### config.mk
export PLATFORM = sky130hd
export DESIGN_NAME = toolpath_length_time_accumulator
export DESIGN_NICKNAME = d
export VERILOG_FILES = /design/src/rtl/core/tlt_pkg.sv /design/src/rtl/core/toolpath_length_time_accumulator.sv /design/src/rtl/core/tlt_engine.sv
export SDC_FILE = /design/constraint.sdc
export NUM_CORES = 2
export LEC_CHECK = 0
export BUFFER_PORTS_ARGS = -buffer_cell sky130_fd_sc_hd__buf_4
export CAP_MARGIN = 0
export CORE_ASPECT_RATIO = 1.25
export CORE_MARGIN = 2
export CORE_UTILIZATION = 45
export CTS_CLUSTER_DIAMETER = 60
export DETAILED_ROUTE_END_ITERATION = 12
export PLACE_DENSITY = 0.63
export SYNTH_ARGS = -nofsm -noshare
export SYNTH_HDL_FRONTEND = slang
export SYNTH_SLANG_ARGS = --single-unit
### constraint.sdc
create_clock -name clk -period 14.1 [get_ports clk]
set_input_delay 0.705 -clock clk [delete_from_list [all_inputs] [get_ports clk]]
set_output_delay 0.705 -clock clk [all_outputs]
set_load 0.05 [all_outputs]
### src/rtl/core/tlt_pkg.sv
package tlt_pkg;

  // field widths fixed by the interface
  localparam int COORD_W   = 32;
  localparam int FEED_W    = 32;
  localparam int OUT_ACC_W = 48;
  localparam int COUNT_W   = 32;

  // datapath widths of the distance and time engine
  localparam int DIFF_W     = COORD_W + 1;   // magnitude of a coordinate difference
  localparam int SQ_W       = 2 * DIFF_W;    // sum of three squares stays below 2^66
  localparam int ROOT_W     = DIFF_W;        // floor square root of the sum
  localparam int ROOT_STEPS = ROOT_W;        // one root bit per step
  localparam int SUB_W      = ROOT_W + 3;    // shared subtractor operand width
  localparam int PROD60_W   = ROOT_W + 6;    // distance times sixty
  localparam int SQ_LAST    = 3;             // last cycle of the square/accumulate phase

  typedef struct packed {
    logic                       first_point;
    logic signed [COORD_W-1:0]  x_pos;
    logic signed [COORD_W-1:0]  y_pos;
    logic signed [COORD_W-1:0]  z_pos;
    logic                       is_cutting;
    logic        [FEED_W-1:0]   feed_rate;
  } tlt_in_t;

  typedef struct packed {
    logic [OUT_ACC_W-1:0] total_length;
    logic [OUT_ACC_W-1:0] cutting_length;
    logic [OUT_ACC_W-1:0] elapsed_time;
    logic [COUNT_W-1:0]   point_total;
  } tlt_out_t;

  // engine status toward the top level
  typedef struct packed {
    logic busy;
    logic done;
  } eng_stat_t;

endpackage

### src/rtl/core/toolpath_length_time_accumulator.sv
// Toolpath length and time accumulator. Each input beat is one toolpath point; each
// point returns one result beat with the running path length, cutting length, elapsed
// time and point count, all saturating. A point with first_point set starts a new path
// and goes straight to the output state, as does the first point after reset. Any
// other point runs through an iterative engine built around one shared 36-bit
// subtractor: a squaring phase with one registered 33x33 multiplier,
// 33 square-root steps, a setup state and, when feed_rate is nonzero, 39 + FRAC_BITS
// restoring-divide steps. in_ready is high only while no point is in work; a finished
// result waits in the output register without holding off the next point, though
// that point's result cannot load until the held one is taken.
module toolpath_length_time_accumulator #(
  parameter int FRAC_BITS = 16,
  parameter int ACC_WIDTH = 48
) (
  input  logic               clk,
  input  logic               rst_n,
  input  logic               in_valid,
  output logic               in_ready,
  input  tlt_pkg::tlt_in_t   in_data,
  output logic               out_valid,
  input  logic               out_ready,
  output tlt_pkg::tlt_out_t  out_data
);
  import tlt_pkg::*;

  localparam int SUM_W = ACC_WIDTH + 1;

  typedef enum logic [2:0] {
    S_IDLE = 3'b001,
    S_CALC = 3'b010,
    S_OUT  = 3'b100
  } top_state_t;

  top_state_t              state_r;
  logic [COORD_W-1:0]      prev_x_r, prev_y_r, prev_z_r;
  logic                    have_prev_r;
  logic                    cut_r;
  logic [ACC_WIDTH-1:0]    len_r, cut_len_r, time_r;
  logic [COUNT_W-1:0]      count_r;
  logic                    out_valid_r;
  tlt_out_t                out_data_r;

  logic                    in_acc;
  logic                    out_load;
  logic                    eng_start;
  logic [DIFF_W-1:0]       dx, dy, dz;
  eng_stat_t               eng_stat;
  logic [ROOT_W-1:0]       eng_dist;
  logic [ACC_WIDTH-1:0]    eng_tinc;
  logic [SUM_W-1:0]        len_sum, cut_sum, time_sum;
  logic [COUNT_W-1:0]      count_inc;

  assign in_ready  = (state_r == S_IDLE);
  assign in_acc    = in_valid && in_ready;
  assign eng_start = in_acc && !in_data.first_point && have_prev_r;
  assign out_load  = (state_r == S_OUT) && (!out_valid_r || out_ready);

  // coordinate difference magnitudes
  function automatic logic [DIFF_W-1:0] abs_diff(logic [COORD_W-1:0] a,
                                                  logic [COORD_W-1:0] b);
    logic signed [DIFF_W-1:0] d;
    d = $signed({a[COORD_W-1], a}) - $signed({b[COORD_W-1], b});
    return d[DIFF_W-1] ? DIFF_W'(-d) : DIFF_W'(d);
  endfunction

  assign dx = abs_diff(in_data.x_pos, prev_x_r);
  assign dy = abs_diff(in_data.y_pos, prev_y_r);
  assign dz = abs_diff(in_data.z_pos, prev_z_r);

  tlt_engine #(
    .FRAC_BITS (FRAC_BITS),
    .ACC_WIDTH (ACC_WIDTH)
  ) u_engine (
    .clk     (clk),
    .rst_n   (rst_n),
    .start   (eng_start),
    .dx      (dx),
    .dy      (dy),
    .dz      (dz),
    .feed    (in_data.feed_rate),
    .stat    (eng_stat),
    .seg_len (eng_dist),
    .tinc    (eng_tinc)
  );

  // saturating accumulate
  assign len_sum   = {1'b0, len_r} + SUM_W'(eng_dist);
  assign cut_sum   = {1'b0, cut_len_r} + SUM_W'(eng_dist);
  assign time_sum  = {1'b0, time_r} + SUM_W'(eng_tinc);
  assign count_inc = (count_r == '1) ? count_r : count_r + COUNT_W'(1);

  // control, accumulators and previous point
  always_ff @(posedge clk) begin
    if (!rst_n) begin
      state_r     <= S_IDLE;
      have_prev_r <= 1'b0;
      len_r       <= '0;
      cut_len_r   <= '0;
      time_r      <= '0;
      count_r     <= '0;
      prev_x_r    <= '0;
      prev_y_r    <= '0;
      prev_z_r    <= '0;
    end else begin
      unique case (state_r)
        S_IDLE: begin
          if (in_acc) begin
            prev_x_r    <= in_data.x_pos;
            prev_y_r    <= in_data.y_pos;
            prev_z_r    <= in_data.z_pos;
            have_prev_r <= 1'b1;
            if (in_data.first_point) begin
              len_r     <= '0;
              cut_len_r <= '0;
              time_r    <= '0;
              count_r   <= COUNT_W'(1);
              state_r   <= S_OUT;
            end else begin
              count_r <= count_inc;
              state_r <= have_prev_r ? S_CALC : S_OUT;
            end
          end
        end
        S_CALC: begin
          if (eng_stat.done) begin
            len_r  <= len_sum[ACC_WIDTH] ? '1 : len_sum[ACC_WIDTH-1:0];
            time_r <= time_sum[ACC_WIDTH] ? '1 : time_sum[ACC_WIDTH-1:0];
            if (cut_r) begin
              cut_len_r <= cut_sum[ACC_WIDTH] ? '1 : cut_sum[ACC_WIDTH-1:0];
            end
            state_r <= S_OUT;
          end
        end
        S_OUT: begin
          if (out_load) begin
            state_r <= S_IDLE;
          end
        end
        default: begin
          state_r <= S_IDLE;
        end
      endcase
    end
  end

  // cutting flag of the point in work
  always_ff @(posedge clk) begin
    if (in_acc) begin
      cut_r <= in_data.is_cutting;
    end
  end

  // output register
  always_ff @(posedge clk) begin
    if (!rst_n) begin
      out_valid_r <= 1'b0;
    end else if (out_load) begin
      out_valid_r <= 1'b1;
    end else if (out_ready) begin
      out_valid_r <= 1'b0;
    end
  end

  always_ff @(posedge clk) begin
    if (out_load) begin
      out_data_r.total_length   <= OUT_ACC_W'(len_r);
      out_data_r.cutting_length <= OUT_ACC_W'(cut_len_r);
      out_data_r.elapsed_time   <= OUT_ACC_W'(time_r);
      out_data_r.point_total    <= count_r;
    end
  end

  assign out_valid = out_valid_r;
  assign out_data  = out_data_r;

  // engine never runs while a new point can be taken
  a_ready_engine_idle: assert property (@(posedge clk) disable iff (!rst_n)
    in_ready |-> !eng_stat.busy)
    else $error("input ready while engine busy");

  // engine finishes only while the top waits for it
  a_done_in_calc: assert property (@(posedge clk) disable iff (!rst_n)
    eng_stat.done |-> (state_r == S_CALC))
    else $error("engine done outside calc state");

  // cutting length never exceeds total length
  a_cut_le_total: assert property (@(posedge clk) disable iff (!rst_n)
    cut_len_r <= len_r)
    else $error("cutting length above total length");

  // an accepted point leaves a nonzero count
  a_count_nonzero: assert property (@(posedge clk) disable iff (!rst_n)
    in_acc |=> (count_r != '0))
    else $error("point count zero after accepted beat");

  // a result beat appears only out of the output state
  a_out_from_state: assert property (@(posedge clk) disable iff (!rst_n)
    $rose(out_valid_r) |-> $past(state_r == S_OUT))
    else $error("result beat raised outside output state");

endmodule

### src/rtl/core/tlt_engine.sv
module tlt_engine #(
  parameter int FRAC_BITS = 16,
  parameter int ACC_WIDTH = 48
) (
  input  logic                          clk,
  input  logic                          rst_n,
  input  logic                          start,
  input  logic [tlt_pkg::DIFF_W-1:0]    dx,
  input  logic [tlt_pkg::DIFF_W-1:0]    dy,
  input  logic [tlt_pkg::DIFF_W-1:0]    dz,
  input  logic [tlt_pkg::FEED_W-1:0]    feed,
  output tlt_pkg::eng_stat_t            stat,
  output logic [tlt_pkg::ROOT_W-1:0]    seg_len,
  output logic [ACC_WIDTH-1:0]          tinc
);
  import tlt_pkg::*;

  localparam int NUM_W = PROD60_W + FRAC_BITS;
  localparam int CNT_W = $clog2(NUM_W);
  localparam int QW    = (NUM_W > ACC_WIDTH) ? NUM_W : ACC_WIDTH;

  typedef enum logic [5:0] {
    E_IDLE = 6'b000001,
    E_SQ   = 6'b000010,
    E_ROOT = 6'b000100,
    E_LOAD = 6'b001000,
    E_DIV  = 6'b010000,
    E_FIN  = 6'b100000
  } eng_state_t;

  eng_state_t             state_r, state_nxt;
  logic [CNT_W-1:0]       cnt_r, cnt_nxt;
  logic [DIFF_W-1:0]      dx_r, dy_r, dz_r;
  logic [FEED_W-1:0]      feed_r;
  logic [SQ_W-1:0]        prod_r;
  logic [SQ_W-1:0]        sum_r;
  logic [SUB_W-1:0]       rem_r;
  logic [ROOT_W-1:0]      root_r;
  logic [NUM_W-1:0]       num_r;

  logic [DIFF_W-1:0]      sq_op;
  logic [SQ_W-1:0]        sq_prod;
  logic [SUB_W-1:0]       root_rem_sh, root_trial, div_rem_sh;
  logic [SUB_W-1:0]       sub_a, sub_b;
  logic [SUB_W:0]         sub_diff;
  logic                   sub_ge;
  logic [PROD60_W-1:0]    dist60;
  logic [QW-1:0]          q_ext, max_ext;

  // square operand select and multiplier
  always_comb begin
    case (cnt_r)
      CNT_W'(0): sq_op = dx_r;
      CNT_W'(1): sq_op = dy_r;
      default:   sq_op = dz_r;
    endcase
  end
  assign sq_prod = sq_op * sq_op;

  // operands for the root and divide steps
  assign root_rem_sh = {rem_r[SUB_W-3:0], sum_r[SQ_W-1 -: 2]};
  assign root_trial  = SUB_W'({root_r, 2'b01});
  assign div_rem_sh  = SUB_W'({rem_r[FEED_W-1:0], num_r[NUM_W-1]});

  // shared subtract and compare unit
  always_comb begin
    if (state_r == E_DIV) begin
      sub_a = div_rem_sh;
      sub_b = SUB_W'(feed_r);
    end else begin
      sub_a = root_rem_sh;
      sub_b = root_trial;
    end
  end
  assign sub_diff = {1'b0, sub_a} - {1'b0, sub_b};
  assign sub_ge   = ~sub_diff[SUB_W];

  // distance times sixty as 64*d - 4*d
  assign dist60 = (PROD60_W'(root_r) << 6) - (PROD60_W'(root_r) << 2);

  // sequencer
  always_comb begin
    state_nxt = state_r;
    cnt_nxt   = cnt_r;
    unique case (state_r)
      E_IDLE: begin
        if (start) begin
          state_nxt = E_SQ;
          cnt_nxt   = '0;
        end
      end
      E_SQ: begin
        if (cnt_r == CNT_W'(SQ_LAST)) begin
          state_nxt = E_ROOT;
          cnt_nxt   = CNT_W'(ROOT_STEPS - 1);
        end else begin
          cnt_nxt = cnt_r + CNT_W'(1);
        end
      end
      E_ROOT: begin
        if (cnt_r == '0) begin
          state_nxt = E_LOAD;
        end else begin
          cnt_nxt = cnt_r - CNT_W'(1);
        end
      end
      E_LOAD: begin
        if (feed_r == '0) begin
          state_nxt = E_FIN;
        end else begin
          state_nxt = E_DIV;
          cnt_nxt   = CNT_W'(NUM_W - 1);
        end
      end
      E_DIV: begin
        if (cnt_r == '0) begin
          state_nxt = E_FIN;
        end else begin
          cnt_nxt = cnt_r - CNT_W'(1);
        end
      end
      E_FIN: begin
        state_nxt = E_IDLE;
      end
      default: begin
        state_nxt = E_IDLE;
      end
    endcase
  end

  always_ff @(posedge clk) begin
    if (!rst_n) begin
      state_r <= E_IDLE;
      cnt_r   <= '0;
    end else begin
      state_r <= state_nxt;
      cnt_r   <= cnt_nxt;
    end
  end

  // datapath registers
  always_ff @(posedge clk) begin
    case (state_r)
      E_IDLE: begin
        if (start) begin
          dx_r   <= dx;
          dy_r   <= dy;
          dz_r   <= dz;
          feed_r <= feed;
          sum_r  <= '0;
        end
      end
      E_SQ: begin
        prod_r <= sq_prod;
        if (cnt_r != '0) begin
          sum_r <= sum_r + prod_r;
        end
        rem_r  <= '0;
        root_r <= '0;
      end
      E_ROOT: begin
        sum_r  <= sum_r << 2;
        rem_r  <= sub_ge ? sub_diff[SUB_W-1:0] : root_rem_sh;
        root_r <= {root_r[ROOT_W-2:0], sub_ge};
      end
      E_LOAD: begin
        num_r <= {dist60, {FRAC_BITS{1'b0}}};
        rem_r <= '0;
      end
      E_DIV: begin
        rem_r <= sub_ge ? sub_diff[SUB_W-1:0] : div_rem_sh;
        num_r <= {num_r[NUM_W-2:0], sub_ge};
      end
      default: begin
      end
    endcase
  end

  // quotient clamp and outputs
  assign q_ext   = QW'(num_r);
  assign max_ext = QW'({ACC_WIDTH{1'b1}});

  always_comb begin
    if (feed_r == '0) begin
      tinc = '0;
    end else if (q_ext > max_ext) begin
      tinc = '1;
    end else begin
      tinc = ACC_WIDTH'(num_r);
    end
  end

  assign seg_len   = root_r;
  assign stat.busy = (state_r != E_IDLE);
  assign stat.done = (state_r == E_FIN);

endmodule

==> flow_metrics.tcl <==
set metrics [dict create \
    status "finished clean" \
    ant_nets 0 \
    port_buffers 311 \
    drtPass1Iterations 6 \
    maxSlewHeadroom_pct 11.92 \
    clkSinkCount 850 \
    start_util_pct 45.25 \
    clkLatencyLatePin_ps 790 \
    cpMaxStageDelayCell "clkinv_1" \
    vias_per_cell 5.603 \
    clock_skew_ps 69.14 \
    drt_wl_total_um 249900 \
    synth_seq_area_share_pct 27.20 \
    tightest_slew_ps 1315 \
    holdCritPathClass "in -> reg" \
    critPathLaunchType "register" \
    period_share_pct 86.56 \
    cts_setup_buffers 0 \
    hpwl_um 193900 \
    maxSlewViolCount 0 \
    cts_tree "yes" \
    slowest_delay_ps 900 \
    path_clk_slew_ps 70 \
    r2r_start "u_engine.cnt_r[2]$_SDFFE_PN0P_" \
    worstPathArrival_ps 12690 \
    crit_start "u_engine.cnt_r[2]$_SDFFE_PN0P_" \
    root_buffer "clkbuf_16" \
    synth_nets 10795 \
    period_minus_slack_ps 12210 \
    htree_num_levels 3 \
    clockBufferDepth 3 \
    rows 176 \
    maxCapViolations 0 \
    async_flop_share_pct 0 \
    yosys_register_bits 850 \
    first_iter_violations 4637 \
    drive_gt1_share_pct 7.241 \
    dieArea_um2 188400 \
    dieHeight_um 484.7 \
    cts_resized 0 \
    grt_pass1_wl_um 385500 \
    fp.dieW_um 388.6 \
    track_usage_pct 26.24 \
    required_ps 14590 \
    core_area_um2 183900 \
    cp-end-kind "register" \
    gr-total-overflow 0 \
    cts_hold_buf 0 \
    crit_type "reg -> reg" \
    fin_nets 10922 \
    antenna_found_initial 8 \
    setup_viol 0 \
    dpl_cell_area_um2 88030 \
    fin_area_um2 91640 \
    areaGrowthSynthToFinish_pct 10.15 \
    fmax_mhz 81.93 \
    grt_pass1_vias 67367 \
    ys.warnings.count 0 \
    route.detailed.drc 0 \
    hold_viol_final 0 \
    wl_per_cell_um 21.18 \
    fin_setup_tns_ps 0 \
    synth.avg_cell_area_um2 9.064 \
    routed-via-count 66114 \
    synth_ff_type "edfxtp_1" \
    synthCells 9179 \
    gp_congestion 0.9596 \
    synth_edf_count 561 \
    num-fill-cells 17152 \
    crit_fanout 38 \
    io_pins 312 \
    cpMostUsedCell "fa_1" \
    synthesis.area_um2 83200 \
    rsz0062_at_grt "false" \
    yosysUniqueCellTypes 98 \
    grt_max_degree 141 \
    hp-start "in_data[3]" \
    numCtsBuffers 98 \
]
logic make-up (layout without fill, tap and decap cells):
| group | Yosys count | after routing | synth area share, % |
|---|---|---|---|
| AO/OA/AOI/OAI | 2048 | 2048 | 15.71 |
| flip-flops | 850 | 850 | 27.20 |
| other | 0 | 6 | 0 |
| AND/OR/NAND/NOR | 2469 | 2469 | 13.24 |
| buffers and inverters | 1806 | 2018 | 8.163 |
| adder cells (fa/ha/maj) | 1482 | 1482 | 30.10 |
| multiplexers | 40 | 40 | 0.4858 |
| XOR/XNOR | 484 | 484 | 5.095 |
flip-flops by register name (all words and copies together) (netlist names), 33 cells and up:
register,cells
time_r,48
u_engine.num_r,55
out_data,176
u_engine.dz_r,33
u_engine.seg_len,33
cut_len_r,48
u_engine.dx_r,33
len_r,48
u_engine.dy_r,33
u_engine.prod_r,65
u_engine.rem_r,34
u_engine.sum_r,66
path summary, 6_finish.rpt:
| path | slack, ps | cells past startpoint | to |
|---|---|---|---|
| min | 90 | 1 | u_engine.feed_r[3]$_DFFE_PP_ |
| min reg2reg | 460 | 2 | len_r[10]$_SDFFE_PN0P_ |
| max reg2reg | 1890 | 34 | u_engine.prod_r[64]$_DFFE_PP_ |
| max | 1890 | 34 | u_engine.prod_r[64]$_DFFE_PP_ |
area by class of cell:
cell class	count	area, µm²	area share, %
antenna	6	15.01	0.01638
sequential	850	22630	24.70
clock buffer	111	2574	2.808
tap	2403	3007	3.281
timing repair buffer	415	3128	3.413
clock inverter	74	1025	1.118
inverter	1418	5324	5.809
multi-input combinational	6523	53940	58.86
layout by cell type (no fill, tap or decap), types with 288 or more instances in the layout:
master,instances
inv_1,1408
fa_1,866
edfxtp_1,561
nand2_1,1141
o21ai_0,542
nor2_1,598
dfxtp_1,289
a21oi_1,493
ha_1,616
xnor2_1,288
buf_4,414
routing by layer:
layer | share of wire (%) | track usage [%]
met4 | 5.2 | 12.32
met2 | 48 | 44.79
met3 | 6.2 | 3.472
met5 | 0.0096 | 0
met1 | 40 | 32.92
synthesized netlist by cell type (37+ instances only):
library cell,n,area [µm²]
or3_1,39,244.0
a211oi_1,39,292.8
o21bai_1,66,495.5
mux2i_1,37,370.4
o21a_1,107,803.3
nand2_1,1143,4290
nor2_1,599,2248
dfxtp_1,289,5786
nor3_1,66,330.3
a21oi_1,493,2467
a21o_1,224,1682
o21ai_0,544,2723
fa_1,866,17340
nand2b_1,62,387.9
nor2b_1,52,325.3
inv_1,1409,5289
a21boi_0,142,1066
nor4_1,38,237.7
xnor2_1,288,2522
a31oi_1,80,500.5
ha_1,616,7707
clkbuf_1,351,1318
edfxtp_1,561,16850
nand3_1,120,600.6
xor2_1,196,1717
and3_1,50,312.8
nand4_1,109,681.9
and2_1,92,575.6
worst max-delay path, delay by kind of cell, from the launching register on:
| family | cells | cell delay [ps] |
|---|---|---|
| and+or+nand+nor | 5 | 2100 |
| DFF | 1 | 380 |
| buffers and inverters | 8 | 1800 |
| AOI/OAI and AO/OA | 11 | 3160 |
| adders and majority gates | 9 | 4350 |
| xor gates and xnor gates | 1 | 140 |
stage by stage:
stage               hold WS, ps  setup slack (ps)  cells  util (%)
floorplan                 428.5             509.4   9179         -
global placement          440.8              2195  11609     47.87
detailed placement        452.7              2076  11609     47.87
CTS                       20.35              2088  11794     49.83
global route              46.73              1244  11797     49.84
finish                    85.41              1895  11800     49.84
Power is left out: the tool's default activity adds up to more than one toggle a clock period on the data nets, which glitch-free logic cannot reach.
